[src/rtl/core/tcw_pkg.sv]
// tcw_pkg: shared types, codes and sizes of the text console character writer
// no dependencies; imported by every module of the block

package tcw_pkg;

    // window and row geometry
    localparam int CELL_W       = 14;
    localparam int POS_W        = CELL_W;
    localparam int WINDOW_CELLS = 1 << POS_W;
    localparam int ROW_CELLS    = 80;
    localparam int ROW_W        = $clog2(WINDOW_CELLS / ROW_CELLS + 1);

    // row = (pos * MAGIC) >> MAG_SHIFT, exact for every pos below WINDOW_CELLS
    localparam int MAG_SHIFT = POS_W + $clog2(ROW_CELLS);
    localparam int MAGIC_W   = POS_W + 1;
    localparam int PROD_W    = POS_W + MAGIC_W;
    localparam longint MAGIC = ((64'd1 << MAG_SHIFT) + ROW_CELLS - 1) / ROW_CELLS;

    // command queue between front and back
    localparam int CMD_DEPTH = 2;

    // request types
    localparam logic [1:0] REQ_PUT  = 2'd0;
    localparam logic [1:0] REQ_SET  = 2'd1;
    localparam logic [1:0] REQ_ADV  = 2'd2;
    localparam logic [1:0] REQ_BACK = 2'd3;

    // character codes
    localparam logic [7:0] CODE_BACK    = 8'h05;
    localparam logic [7:0] CODE_TAB     = 8'h09;
    localparam logic [7:0] CODE_NEWLINE = 8'h0A;
    localparam logic [7:0] CHAR_BLANK   = 8'h20;

    // result kinds
    localparam logic KIND_CELL   = 1'b0;
    localparam logic KIND_CURSOR = 1'b1;

    // configuration register indexes
    localparam logic REG_TEXT_ATTR = 1'b0;

    typedef struct packed {
        logic [1:0]        req_type;
        logic [7:0]        char_code;
        logic [CELL_W-1:0] new_position;
    } t_request;

    typedef struct packed {
        logic              item_kind;
        logic [CELL_W-1:0] cell_index;
        logic [7:0]        cell_char;
        logic [7:0]        attr_value;
        logic              attr_enable;
        logic [5:0]        cursor_high;
        logic [7:0]        cursor_low;
        logic              last_item;
    } t_result;

    // one classified request: up to two cell writes, then the cursor report
    typedef struct packed {
        logic [1:0]       n_cells;
        logic [POS_W-1:0] idx0;
        logic [7:0]       char0;
        logic             aen0;
        logic [POS_W-1:0] idx1;
        logic             aen1;
        logic [POS_W-1:0] cursor;
    } t_cmd;

endpackage

[src/rtl/core/text_console_char_writer_top.sv]
// text_console_char_writer_top: console character writer, top level
// depends on tcw_pkg, tcw_front, tcw_cmd_fifo, tcw_back
//
//  channel   direction  handshake                    payload
//  request   in         push / full                  i_req    (t_request)
//  result    out        empty / pop                  o_result (t_result)
//  config    in         psel penable pwrite pready   pwdata / prdata, paddr
//
// a request yields zero to three results, one per cycle while results are
// popped (control codes below backspace yield none); the back expander's
// single output slot sets that rate, and a newline holds the front in its
// FS_ROW and FS_PUSH states for the row computation (cursor times a row
// reciprocal, then back times the row length)
// synchronous active-low reset clears cursor, queue, state and text_attr;
// the command queue lets the front keep taking requests while results stall

module text_console_char_writer_top #(
    parameter int CMD_DEPTH = tcw_pkg::CMD_DEPTH
) (
    input  logic              i_clk,
    input  logic              i_rst_n,
    // request channel
    input  logic              push,
    output logic              full,
    input  tcw_pkg::t_request i_req,
    // result channel
    output logic              empty,
    input  logic              pop,
    output tcw_pkg::t_result  o_result,
    // configuration port
    input  logic              psel,
    input  logic              penable,
    input  logic              pwrite,
    input  logic [2:0]        paddr,
    input  logic [31:0]       pwdata,
    output logic [31:0]       prdata,
    output logic              pready
);
    import tcw_pkg::*;

    logic [7:0] r_text_attr;
    logic       cfg_write;
    logic       reg_idx;

    logic  q_push, q_full, q_pop, q_empty;
    t_cmd  q_in_cmd, q_out_cmd;

    // configuration register, one 32-bit slot per register
    assign pready    = 1'b1;
    assign reg_idx   = paddr[2];
    assign cfg_write = psel && penable && pwrite && pready;

    always_ff @(posedge i_clk) begin
        if (!i_rst_n) begin
            r_text_attr <= '0;
        end else if (cfg_write && reg_idx == REG_TEXT_ATTR) begin
            r_text_attr <= pwdata[7:0];
        end
    end

    // reads beyond the register list return zero
    assign prdata = (reg_idx == REG_TEXT_ATTR) ? {24'd0, r_text_attr} : 32'd0;

    // front: accept, keep the cursor, classify into commands
    tcw_front u_front (
        .i_clk    (i_clk),
        .i_rst_n  (i_rst_n),
        .i_push   (push),
        .o_full   (full),
        .i_req    (i_req),
        .o_q_push (q_push),
        .o_q_cmd  (q_in_cmd),
        .i_q_full (q_full)
    );

    // short decoupling queue
    tcw_cmd_fifo #(
        .DEPTH (CMD_DEPTH)
    ) u_fifo (
        .i_clk   (i_clk),
        .i_rst_n (i_rst_n),
        .i_push  (q_push),
        .i_cmd   (q_in_cmd),
        .o_full  (q_full),
        .i_pop   (q_pop),
        .o_cmd   (q_out_cmd),
        .o_empty (q_empty)
    );

    // back: expand commands into cell writes and the cursor report
    tcw_back u_back (
        .i_clk       (i_clk),
        .i_rst_n     (i_rst_n),
        .i_text_attr (r_text_attr),
        .i_cmd       (q_out_cmd),
        .i_cmd_empty (q_empty),
        .o_cmd_pop   (q_pop),
        .o_result    (o_result),
        .o_empty     (empty),
        .i_pop       (pop)
    );

endmodule

[src/rtl/core/tcw_front.sv]
// tcw_front: accepts requests, keeps the cursor and classifies each request
// into a command; depends on tcw_pkg

module tcw_front (
    input  logic              i_clk,
    input  logic              i_rst_n,
    input  logic              i_push,
    output logic              o_full,
    input  tcw_pkg::t_request i_req,
    output logic              o_q_push,
    output tcw_pkg::t_cmd     o_q_cmd,
    input  logic              i_q_full
);
    import tcw_pkg::*;

    localparam logic [1:0] FS_IDLE = 2'd0;
    localparam logic [1:0] FS_ROW  = 2'd1;
    localparam logic [1:0] FS_PUSH = 2'd2;

    localparam logic [MAGIC_W-1:0] MAGIC_V     = MAGIC_W'(MAGIC);
    localparam logic [POS_W-1:0]   ROW_CELLS_P = POS_W'(ROW_CELLS);

    logic [1:0]        r_state, n_state;
    logic [POS_W-1:0]  r_cursor;
    logic [PROD_W-1:0] r_prod;
    logic [POS_W-1:0]  r_row_start;
    logic [ROW_W-1:0]  row_q;

    logic  accept;
    logic  is_nl;
    logic  is_ignored;
    t_cmd  imm_cmd;
    t_cmd  nl_cmd;
    logic [POS_W-1:0] p;

    assign p      = r_cursor;
    assign accept = i_push && (r_state == FS_IDLE) && !i_q_full;
    assign o_full = !((r_state == FS_IDLE) && !i_q_full);
    assign row_q  = r_prod[MAG_SHIFT +: ROW_W];

    always_comb begin
        imm_cmd         = '0;
        imm_cmd.idx0    = p;
        imm_cmd.char0   = CHAR_BLANK;
        imm_cmd.idx1    = p + POS_W'(1);
        imm_cmd.cursor  = p;
        is_nl           = 1'b0;
        is_ignored      = 1'b0;
        unique case (i_req.req_type)
            REQ_SET:  imm_cmd.cursor = POS_W'(i_req.new_position);
            REQ_ADV:  imm_cmd.cursor = p + POS_W'(1);
            REQ_BACK: imm_cmd.cursor = p - POS_W'(1);
            REQ_PUT: begin
                priority if (i_req.char_code < CODE_BACK) begin
                    is_ignored = 1'b1;
                end else if (i_req.char_code == CODE_NEWLINE) begin
                    is_nl = 1'b1;
                end else if (i_req.char_code == CODE_TAB) begin
                    imm_cmd.n_cells = 2'd2;
                    imm_cmd.aen0    = 1'b1;
                    imm_cmd.cursor  = p + POS_W'(3);
                end else if (i_req.char_code == CODE_BACK && p != '0) begin
                    imm_cmd.n_cells = 2'd2;
                    imm_cmd.idx0    = p - POS_W'(1);
                    imm_cmd.idx1    = p;
                    imm_cmd.aen1    = 1'b1;
                    imm_cmd.cursor  = p - POS_W'(1);
                end else begin
                    imm_cmd.n_cells = 2'd1;
                    imm_cmd.char0   = i_req.char_code;
                    imm_cmd.aen0    = 1'b1;
                    imm_cmd.cursor  = p + POS_W'(1);
                end
            end
            default: imm_cmd.cursor = p;
        endcase
    end

    // newline: blank the last cell of the row above, go to the next row start
    always_comb begin
        nl_cmd         = '0;
        nl_cmd.n_cells = (r_row_start != '0) ? 2'd1 : 2'd0;
        nl_cmd.idx0    = r_row_start - POS_W'(1);
        nl_cmd.char0   = CHAR_BLANK;
        nl_cmd.idx1    = r_row_start;
        nl_cmd.cursor  = r_row_start + ROW_CELLS_P;
    end

    always_comb begin
        n_state = r_state;
        unique case (r_state)
            FS_IDLE: if (accept && is_nl) n_state = FS_ROW;
            FS_ROW:  n_state = FS_PUSH;
            FS_PUSH: if (!i_q_full) n_state = FS_IDLE;
            default: n_state = FS_IDLE;
        endcase
    end

    assign o_q_push = (accept && !is_ignored && !is_nl) ||
                      ((r_state == FS_PUSH) && !i_q_full);
    assign o_q_cmd  = (r_state == FS_PUSH) ? nl_cmd : imm_cmd;

    always_ff @(posedge i_clk) begin
        if (!i_rst_n) begin
            r_state  <= FS_IDLE;
            r_cursor <= '0;
        end else begin
            r_state <= n_state;
            if (accept && !is_nl) begin
                r_cursor <= imm_cmd.cursor;
            end else if ((r_state == FS_PUSH) && !i_q_full) begin
                r_cursor <= nl_cmd.cursor;
            end
        end
    end

    always_ff @(posedge i_clk) begin
        if (accept) begin
            r_prod <= PROD_W'(r_cursor) * PROD_W'(MAGIC_V);
        end
        if (r_state == FS_ROW) begin
            r_row_start <= POS_W'(row_q) * ROW_CELLS_P;
        end
    end

    a_busy_full: assert property (@(posedge i_clk) disable iff (!i_rst_n)
        (r_state != FS_IDLE) |-> o_full)
        else $error("front takes a request while a newline is in work");

    a_row_start: assert property (@(posedge i_clk) disable iff (!i_rst_n)
        (r_state == FS_PUSH) |->
            (r_row_start <= r_cursor) && ((r_cursor - r_row_start) < ROW_CELLS_P))
        else $error("newline row start does not hold the cursor row");

endmodule

[src/rtl/core/tcw_cmd_fifo.sv]
// tcw_cmd_fifo: short command queue between front and back
// depends on tcw_pkg for the command type

module tcw_cmd_fifo #(
    parameter int DEPTH = tcw_pkg::CMD_DEPTH
) (
    input  logic          i_clk,
    input  logic          i_rst_n,
    input  logic          i_push,
    input  tcw_pkg::t_cmd i_cmd,
    output logic          o_full,
    input  logic          i_pop,
    output tcw_pkg::t_cmd o_cmd,
    output logic          o_empty
);
    import tcw_pkg::*;

    localparam int PTR_W = (DEPTH > 1) ? $clog2(DEPTH) : 1;
    localparam int CNT_W = $clog2(DEPTH + 1);
    localparam logic [PTR_W-1:0] LAST_PTR = PTR_W'(DEPTH - 1);
    localparam logic [CNT_W-1:0] FULL_CNT = CNT_W'(DEPTH);

    t_cmd             r_mem [DEPTH];
    logic [PTR_W-1:0] r_wr_ptr, r_rd_ptr;
    logic [CNT_W-1:0] r_count;
    logic             do_push, do_pop;

    assign o_full  = (r_count == FULL_CNT);
    assign o_empty = (r_count == '0);
    assign do_push = i_push && !o_full;
    assign do_pop  = i_pop && !o_empty;
    assign o_cmd   = r_mem[r_rd_ptr];

    always_ff @(posedge i_clk) begin
        if (!i_rst_n) begin
            r_wr_ptr <= '0;
            r_rd_ptr <= '0;
            r_count  <= '0;
        end else begin
            if (do_push) begin
                r_wr_ptr <= (r_wr_ptr == LAST_PTR) ? '0 : r_wr_ptr + PTR_W'(1);
            end
            if (do_pop) begin
                r_rd_ptr <= (r_rd_ptr == LAST_PTR) ? '0 : r_rd_ptr + PTR_W'(1);
            end
            if (do_push && !do_pop) begin
                r_count <= r_count + CNT_W'(1);
            end else if (do_pop && !do_push) begin
                r_count <= r_count - CNT_W'(1);
            end
        end
    end

    always_ff @(posedge i_clk) begin
        if (do_push) begin
            r_mem[r_wr_ptr] <= i_cmd;
        end
    end

    a_count_range: assert property (@(posedge i_clk) disable iff (!i_rst_n)
        r_count <= FULL_CNT)
        else $error("command queue count overflow");

endmodule

[src/rtl/core/tcw_back.sv]
// tcw_back: expands commands into cell writes and a cursor report, one
// result per cycle into an output register unless pop stalls; needs tcw_pkg

module tcw_back (
    input  logic             i_clk,
    input  logic             i_rst_n,
    input  logic [7:0]       i_text_attr,
    input  tcw_pkg::t_cmd    i_cmd,
    input  logic             i_cmd_empty,
    output logic             o_cmd_pop,
    output tcw_pkg::t_result o_result,
    output logic             o_empty,
    input  logic             i_pop
);
    import tcw_pkg::*;

    t_cmd       r_cmd;
    logic       r_active;
    logic [1:0] r_step;
    t_result    r_out;
    logic       r_out_valid;

    logic       out_ready;
    logic       is_last;
    logic       emit;
    t_result    item;

    assign out_ready = !r_out_valid || i_pop;
    assign is_last   = (r_step == r_cmd.n_cells);
    assign emit      = r_active && out_ready;
    assign o_cmd_pop = !i_cmd_empty && (!r_active || (emit && is_last));
    assign o_result  = r_out;
    assign o_empty   = !r_out_valid;

    always_comb begin
        item = '0;
        if (is_last) begin
            item.item_kind   = KIND_CURSOR;
            item.cursor_high = r_cmd.cursor[POS_W-1:8];
            item.cursor_low  = r_cmd.cursor[7:0];
            item.last_item   = 1'b1;
        end else if (r_step == 2'd0) begin
            item.item_kind   = KIND_CELL;
            item.cell_index  = r_cmd.idx0;
            item.cell_char   = r_cmd.char0;
            item.attr_enable = r_cmd.aen0;
            item.attr_value  = r_cmd.aen0 ? i_text_attr : 8'd0;
        end else begin
            item.item_kind   = KIND_CELL;
            item.cell_index  = r_cmd.idx1;
            item.cell_char   = CHAR_BLANK;
            item.attr_enable = r_cmd.aen1;
            item.attr_value  = r_cmd.aen1 ? i_text_attr : 8'd0;
        end
    end

    always_ff @(posedge i_clk) begin
        if (!i_rst_n) begin
            r_active    <= 1'b0;
            r_step      <= '0;
            r_out_valid <= 1'b0;
        end else begin
            if (o_cmd_pop) begin
                r_active <= 1'b1;
                r_step   <= '0;
            end else if (emit && is_last) begin
                r_active <= 1'b0;
            end else if (emit) begin
                r_step <= r_step + 2'd1;
            end
            if (emit) begin
                r_out_valid <= 1'b1;
            end else if (i_pop) begin
                r_out_valid <= 1'b0;
            end
        end
    end

    always_ff @(posedge i_clk) begin
        if (o_cmd_pop) begin
            r_cmd <= i_cmd;
        end
        if (emit) begin
            r_out <= item;
        end
    end

    a_last_is_cursor: assert property (@(posedge i_clk) disable iff (!i_rst_n)
        r_out_valid |-> (r_out.last_item == (r_out.item_kind == KIND_CURSOR)))
        else $error("last result of a request is not the cursor report");

endmodule
[config.mk]
export PLATFORM = sky130hd
export DESIGN_NAME = text_console_char_writer_top
export DESIGN_NICKNAME = d
export VERILOG_FILES = /design/src/rtl/core/tcw_pkg.sv /design/src/rtl/core/text_console_char_writer_top.sv /design/src/rtl/core/tcw_front.sv /design/src/rtl/core/tcw_cmd_fifo.sv /design/src/rtl/core/tcw_back.sv
export SDC_FILE = /design/constraint.sdc
export NUM_CORES = 1
export LEC_CHECK = 0
export BUFFER_PORTS_ARGS = -buffer_cell sky130_fd_sc_hd__buf_4
export CAP_MARGIN = 20
export CORE_UTILIZATION = 40
export CTS_CLUSTER_DIAMETER = 50
export DETAILED_ROUTE_END_ITERATION = 10
export HOLD_SLACK_MARGIN = 0.08
export SLEW_MARGIN = 5
export SYNTH_ARGS = -nofsm -noshare
export SYNTH_HDL_FRONTEND = slang
export SYNTH_SLANG_ARGS = --single-unit
export TNS_END_PERCENT = 30
[constraint.sdc]
create_clock -name i_clk -period 6.32 [get_ports i_clk]
set_clock_uncertainty 0.1 [all_clocks]
set_input_delay 0.948 -clock i_clk [delete_from_list [all_inputs] [get_ports i_clk]]
set_output_delay 0.948 -clock i_clk [all_outputs]
set_load 0.02 [all_outputs]
==> metrics.md, run 1 <==
| Metric | Value |
|---|---|
| Outcome | `completed` |
| Clock Latency Late Sink | `between 0.5 and 0.6 ns` |
| Die Ht | `between 200 and 250 µm` |
| CTS Buf Count | `28` |
| Crit path from | `u_front.p[13]` |
| Sink Count | `roughly 260` |
| Worst path slowest cell | `fa_1` |
| Hold Path Origin | `u_front.r_prod[22]` |
| Dpl ws | `0.2639 ns` |
| Rel. slew slack | `between 20% and 30%` |
| Wire length per cell | `~18 µm` |
| Grt total ovfl | `0` |
| Die ar. | `just over 40000 µm²` |
| Vias per std cell | `slightly above 5` |
| Fmax | `roughly 170 MHz` |
| Clock-pin slew on the worst setup and hold paths | `approximately 0.060 ns` |
| Data required time of the critical path | `6.51 ns` |
| Crit path cell chain | `clkinv_1 > ha_1 > fa_1 > fa_1 > inv_1 > fa_1 > inv_1 > fa_1 > inv_1 > fa_1 > inv_1 > ha_1 > a21oi_1 > o21ai_0 > a221oi_1 > o311ai_1 > a31o_2 > a21oi_1 > xnor2_1` |
| Crit path launch type | `flop` |
| Period utilization | `between 90% and 100%` |
| Yosys warns | `0` |
| Internal | `4.870 mW` |
| Area delta synth->final | `14.00%` |
| Commonest non-fill, non-tap cell in the layout | `edfxtp_1` |
| Max clock buf depth | `3` |
| Psw | `approximately 2.8 mW` |
| Overall Global Routing Usage | `18.25%` |
| Capture point of the worst reg-to-reg path | `u_front.r_prod[25]` |
| Sequential area share after synthesis | `47.14%` |
| DIE WIDTH | `200.9 µm` |
| Ys async rst share | `0%` |
| Comb power frac | `a little over two fifths` |
| Syn Inst Count | `around 1.4k` |
| R2R Setup Slk | `0.41 ns` |
| Worst r2r src | `u_front.p[13]` |
| CP max stage delay | `roughly 0.56 ns` |
| I/O Pins | `between 100 and 150` |
| Via count | `a little over 10k` |
| Leak | `around 7.5 nW` |
| CP arrival | `between 6 and 7 ns` |
| CTS Root Cell | `clkbuf_16` |
| Largest net degree at the start of global routing | `between 50 and 60` |
| DRT iter0 DRCs | `between 700 and 800` |
| Initial antenna violation count | `0` |
| Initial DRT Pass Iterations | `5` |
| # setup viols final | `0` |
| Antenna Diode Count | `0` |
| Crit end category | `flop` |
| EDFF count, synth | `about 230` |
| HPWL Detailed | `around 27000 µm` |
| Setup TNS | `0 ns` |
| CTS tree | `built` |
| Hold/Removal Path Class | `flop to flop` |
| CORE AREA | `38830 µm²` |
| RSZ-0062 raised after global routing | `no` |
| Post-synthesis register bit count | `between 200 and 300` |
| Initial core utilization | `40.74%` |
| Final Hold Fails | `0` |
| Sw frac | `36.16%` |
| CP max FO | `5` |
| Max-Cap Viols | `0` |
| Final WS setup | `between 0.4 and 0.5 ns` |
| Fin. max-slew vios | `0` |
| Most frequent cells in the layout | `edfxtp_1 (227), ha_1 (132), inv_1 (125)` |
| CTS H-tree lvls | `1` |
| Final min period | `just under 6 ns` |
| # DRC | `0` |
| Vias in the first global route | `approximately 10k` |
| Syn Area/Cell | `between 10 and 15 µm²` |
| Mapped Area | `about 16000 µm²` |
| Worst Max-Slew Pin Slew | `1.150 ns` |
| Hold WS | `around 0.36 ns` |
| First-pass GRT wire length | `approximately 58000 µm` |
| CTS Hold Bufs | `0` |
| Number of fill cells | `3553` |
| Netlist cell types | `79` |
| Layout cells sized above 1 | `roughly 17%` |
| GPL Wtd Cong | `about 0.94` |
| Top FF cell, synth | `edfxtp_1` |
| Max IR drop VDD | `0.2671 mV` |
| Worst R2R Path Depth | `19` |
| Port Buffers | `96` |
| # rows | `just over 70` |
| Sequential share of power | `between 30% and 40%` |
| Power per cell area | `423.0 nW/µm²` |
| Post-Route WL | `roughly 37000 µm` |
| Clock power frac | `between 20% and 30%` |
| Fin nets | `approximately 1.7k` |
| Routed Antenna Nets | `0` |
| Setup CP Type | `flop to flop` |
| Worst path most repeated cell | `fa_1` |
| Worst setup endpoint | `u_front.r_prod[25]` |
==> flip-flops by register name, indices dropped and copies added (netlist names), 8 cells and up <==
register / cells
u_back.r_cmd: 54
u_back.o_result: 47
u_front.r_row_start: 10
u_fifo.r_mem: 108
u_front.p: 14
u_front.r_prod: 8
r_text_attr: 8
==> synthesized netlist by cell type (all sizes together), types with 3 or more instances <==
master     n  share of area (%)
clkinv     4              0.095
nor3b      3               0.14
o21ai     54                1.7
nand3     21               0.73
nand3b     3               0.14
mux2i     21                1.3
edfxtp   227                 43
dfxtp     32                4.0
nor2      86                2.1
a221oi    11               0.61
o21a       3               0.14
o2111ai    3               0.17
xor2      14               0.78
inv      126                3.0
nor3      18               0.67
o21bai     3               0.14
nand4      8               0.36
nor4       4               0.25
xnor2     59                3.3
or2        7               0.28
ha       132                 10
buf       37                1.6
o32ai      4               0.27
a31oi     10               0.40
fa        61                7.7
and3      30                1.2
a21oi     55                1.7
or3        6               0.24
nor2b     22               0.87
nand2     94                2.2
mux2      56                4.0
a21boi    15               0.71
nand2b    11               0.44
a21o       3               0.14
o22ai     11               0.44
and4       3               0.17
o211ai     4               0.19
o221ai    10               0.59
and2      23               0.91
clkbuf    44                1.0
==> per-stage QoR <==
step | util [%] | cell area, µm² | power [mW] | cells
after floorplan | - | 15910 | 5.071 | 1390
after detailed placement | 44.04 | 17100 | 6.053 | 1951
final | 46.45 | 18030 | 7.629 | 2003
after global placement | 44.04 | 17100 | 5.987 | 1951
after CTS | 46.45 | 18030 | 7.732 | 2003
after global routing | 46.45 | 18030 | 8.250 | 2003
==> critical path, delay by kind of cell (launching register included) <==
| kind | cells | cell delay (ns) |
|---|---|---|
| flops | 1 | 0.33 |
| xor+xnor | 1 | 0.09 |
| compound gates | 6 | 1.38 |
| buf+inv | 5 | 0.41 |
| fa+ha+maj | 7 | 3.34 |
==> final cells by class <==
type	count	area [µm²]	area share (%)
clock buffer	42	814.5	4.517
clock inverter	10	120.1	0.6661
multi-input combinational	920	7574	42.00
sequential	259	7458	41.36
timing repair buffer	124	930.9	5.162
tap	518	648.1	3.594
inverter	130	488.0	2.706
==> power by group through the flow <==
stage,Combinational [mW],Clock (mW),Sequential (mW)
floorplan,2.18,0,2.89
global placement,3.26,0,2.72
detailed placement,3.32,0,2.74
CTS,3.36,1.67,2.70
global route,3.77,1.75,2.74
finish,3.30,1.64,2.69
==> layer usage <==
| layer | share of wire, % | up-vias | track usage, % |
|---|---|---|---|
| met4 | 2.5 | 0 | 6.243 |
| met1 | 44 | 5029 | 24.52 |
| met3 | 4.7 | 57 | 2.240 |
| met5 | 0 | - | 0 |
| li1 | - | 4981 | - |
| met2 | 48 | 294 | 30.44 |
==> how the worst min path moves through the flow <==
stage	endpoint	slack, ns	cells past startpoint
2_1_floorplan	u_front.r_row_start[4]	0.33	0
3_3_place_gp	u_front.r_row_start[4]	0.35	0
3_5_place_dp	u_front.r_row_start[5]	0.36	0
4_1_cts	u_front.r_row_start[5]	0.37	0
5_1_grt	u_front.r_row_start[5]	0.38	0
6_report	u_front.r_row_start[5]	0.36	0
==> cell families after synthesis <==
family                     share of synthesized area, %
adders and majority gates                         18.16
buffers and inverters                             5.719
muxes                                             5.315
other                                           0.04747
and+or+nand+nor                                   11.04
DFF                                               47.14
xor gates and xnor gates                          4.042
AOI/OAI and AO/OA                                 8.534
==> what timing repair did <==
action	CTS	global route
setup endpoints to repair	0	3
gates resized for setup	0	1
buffers inserted	0	0
(Power assumes the default switching activity.)
==> run 2: changes to the inputs <==
Settings changed: GPL_TIMING_DRIVEN set to 0.
==> run 2 against run 1 <==
Clock power decreased by 7%. Global-route usage up 1.8 points. Die area is the same. Sequential power about the same. Routed wire length grew 10%. Critical path depth is 1 higher. First-iteration DRC count is 15% lower. Design area up 1.6%. Utilization grew 0.76 points. Critical endpoint unchanged. Largest cell class unchanged. Highest routed layer unchanged.
==> metrics.md, run 2 (synthesized netlist as in run 1, its figures left out) <==
| Metric | Value |
|---|---|
| Outcome | `completed` |
| Number of fill cells | `3621 (+1.9%)` |
| Most frequent cells in the layout | `edfxtp_1 (227), ha_1 (131), inv_1 (125), buf_4 (125), nand2_1 (93)` |
| Largest net degree at the start of global routing | `34 (-40%)` |
| Worst path most repeated cell | `inv_1` |
| Max clock buf depth | `3 (unchanged)` |
| Hold/Removal Path Class | `flop to flop` |
| HPWL Detailed | `31500 µm (+16%)` |
| Top reg by flops | `u_fifo.r_mem` |
| I/O Pins | `148 (unchanged)` |
| DIE WIDTH | `200.9 µm (unchanged)` |
| FF+latch area | `7463 µm² (about the same)` |
| Grt total ovfl | `0 (unchanged)` |
| Crit end category | `flop` |
| Period utilization | `95.48% (+1.9 points)` |
| # DRC | `0 (unchanged)` |
| Final min period | `6.035 ns (+0.1202 ns)` |
| CORE AREA | `38830 µm² (unchanged)` |
| CTS tree | `built` |
| Sink Count | `259 (unchanged)` |
| # setup viols final | `0 (unchanged)` |
| CP max stage delay | `0.55 ns (about the same)` |
| Fmax | `165.7 MHz (-2.0%)` |
| Clock-pin slew on the worst setup and hold paths | `0.06 ns (about the same)` |
| Worst path slowest cell | `fa_1` |
| Non-Filler Instances | `2062 (+2.9%)` |
| Power per cell area | `416.9 nW/µm² (-1.4%)` |
| Wire length per cell | `19.55 µm (+7.0%)` |
| CTS H-tree lvls | `1 (unchanged)` |
| Fin nets | `1781 (+3.4%)` |
| Data required time of the critical path | `6.51 ns (about the same)` |
| CP max FO | `6 (+1)` |
| Initial core utilization | `40.74% (unchanged)` |
| GPL Wtd Cong | `0.9539 (+1.5%)` |
| Commonest non-fill, non-tap cell in the layout | `edfxtp_1` |
| Max IR drop VDD | `0.3167 mV (+19%)` |
| # rows | `72 (unchanged)` |
| Setup CP Type | `flop to flop` |
| Antenna Diode Count | `0 (unchanged)` |
| Fin. max-slew vios | `0 (unchanged)` |
| Crit path launch type | `flop` |
| Initial antenna violation count | `0 (unchanged)` |
| Overall Global Routing Usage | `20.08% (+1.8 points)` |
| Total power | `7.642 mW (+0.18%)` |
| CTS Root Cell | `clkbuf_16` |
| Placed Cells | `2010 (+3.0%)` |
| Initial DRT Pass Iterations | `5 (unchanged)` |
| Max reg flops | `108 (unchanged)` |
| Hold WS | `0.3580 ns (-0.006513 ns)` |
| Die Ht | `200.9 µm (unchanged)` |
| Final Hold Fails | `0 (unchanged)` |
| DRT iter0 DRCs | `613 (-15%)` |
| Port Buffers | `96 (unchanged)` |
| Area delta synth->final | `15.87%` |
| Routed Antenna Nets | `0 (unchanged)` |
| Rel. slew slack | `29.61% (+6.4 points)` |
| CTS Buf Count | `28 (unchanged)` |
| Max-Cap Viols | `0 (unchanged)` |
| Post-Route WL | `40320 µm (+10%)` |
| Worst Max-Slew Pin Slew | `1.054 ns (-0.09630 ns)` |
| Leak | `7.596 nW (+1.8%)` |
| Die ar. | `40350 µm² (unchanged)` |
| Layout cells sized above 1 | `17.36% (+0.79 points)` |
| Multi-input logic area | `7589 µm² (+0.20%)` |
| Post-Route Utilization | `47.21% (+0.76 points)` |
| Via count | `10.65k (+2.8%)` |
| CP arrival | `6.22 ns (+0.12 ns)` |
| Vias in the first global route | `10.49k (+1.5%)` |
| Clock Latency Late Sink | `0.54 ns (about the same)` |
| First-pass GRT wire length | `62360 µm (+7.7%)` |
| Vias per std cell | `5.166 (-0.13%)` |
| Crit path cell chain | `buf_2 > inv_1 > ha_1 > inv_1 > fa_1 > inv_1 > fa_1 > inv_1 > fa_1 > inv_1 > fa_1 > ha_1 > ha_1 > a21oi_1 > o21ai_0 > a221oi_2 > o311ai_2 > a31o_2 > a21oi_1 > xnor2_1` |
[run 2: cell types whose count changed in the layout (fill, tap and decap cells not counted), moves of 3 or more]
cell / change
dfxtp_1: -4
clkbuf_1: +40
dfxtp_2: +4
buf_12: +3
buf_1: +3
buf_2: +8
[run 2: power breakdown]
| group | total, mW | internal, mW | switching (mW) |
|---|---|---|---|
| sequential | 2.72 | 2.56 | 0.158 |
| combinational | 3.40 | 1.37 | 2.02 |
| clock | 1.53 | 0.856 | 0.672 |
| total | 7.64 | 4.79 | 2.86 |
[run 2: metal layers]
layer	vias to the layer above	track usage (%)	part of all wire, %
met5	-	0	0
met4	0	4.635	1.7
met3	48	2.549	5.2
met2	285	33.40	48
met1	5219	27.85	45
li1	5100	-	-
[run 2: worst max-delay path: cells and delay by family, from the launching register on]
kind                       cells  cell delay [ns]
adders and majority gates      7             3.07
AOI/OAI and AO/OA              6             1.29
buffers and inverters          6             0.76
DFF                            1             0.45
xor gates and xnor gates       1             0.10
[run 2: per-stage QoR]
| stage | setup slack (ns) | TNS [ns] | instance area [µm²] |
|---|---|---|---|
| 5_1_grt | -0.04537 | -0.04537 | 18330 |
| 6_report | 0.2854 | 0 | 18330 |
| 3_3_place_gp | -0.4632 | -36.53 | 17270 |
| 3_5_place_dp | -0.2513 | -0.8938 | 17420 |
| 2_1_floorplan | 0.5175 | 0 | 15910 |
| 4_1_cts | 0.005400 | 0 | 18300 |
[run 2: what timing repair did]
| action | 4_1_cts | 5_1_grt |
|---|---|---|
| setup buffers | 0 | 0 |
| endpoints found under the setup margin | 5 | 7 |
| pin swaps | 0 | 1 |
| hold buffers | 0 | 0 |
| resized for setup | 5 | 17 |
[run 2: final timing paths]
kind | startpoint | end | slack [ns] | cells past startpoint
worst max-delay path | u_front.p[6] | u_front.r_prod[25] | 0.29 | 20
worst min-delay path | u_front.r_prod[22] | u_front.r_row_start[5] | 0.36 | 0
worst max register to register | u_front.p[6] | u_front.r_prod[25] | 0.29 | 20
worst min register to register | u_front.r_prod[22] | u_front.r_row_start[5] | 0.36 | 0
[run 2: layout make-up]
| class | count | share of cell area [%] |
|---|---|---|
| clock inverters | 14 | 0.6143 |
| clock buffers | 38 | 4.137 |
| well taps | 518 | 3.536 |
| inverters | 130 | 2.689 |
| multi-input cells | 920 | 41.40 |
| flip-flops and latches | 259 | 40.72 |
| plain buffers | 81 | 2.321 |
| repair buffers | 102 | 4.587 |
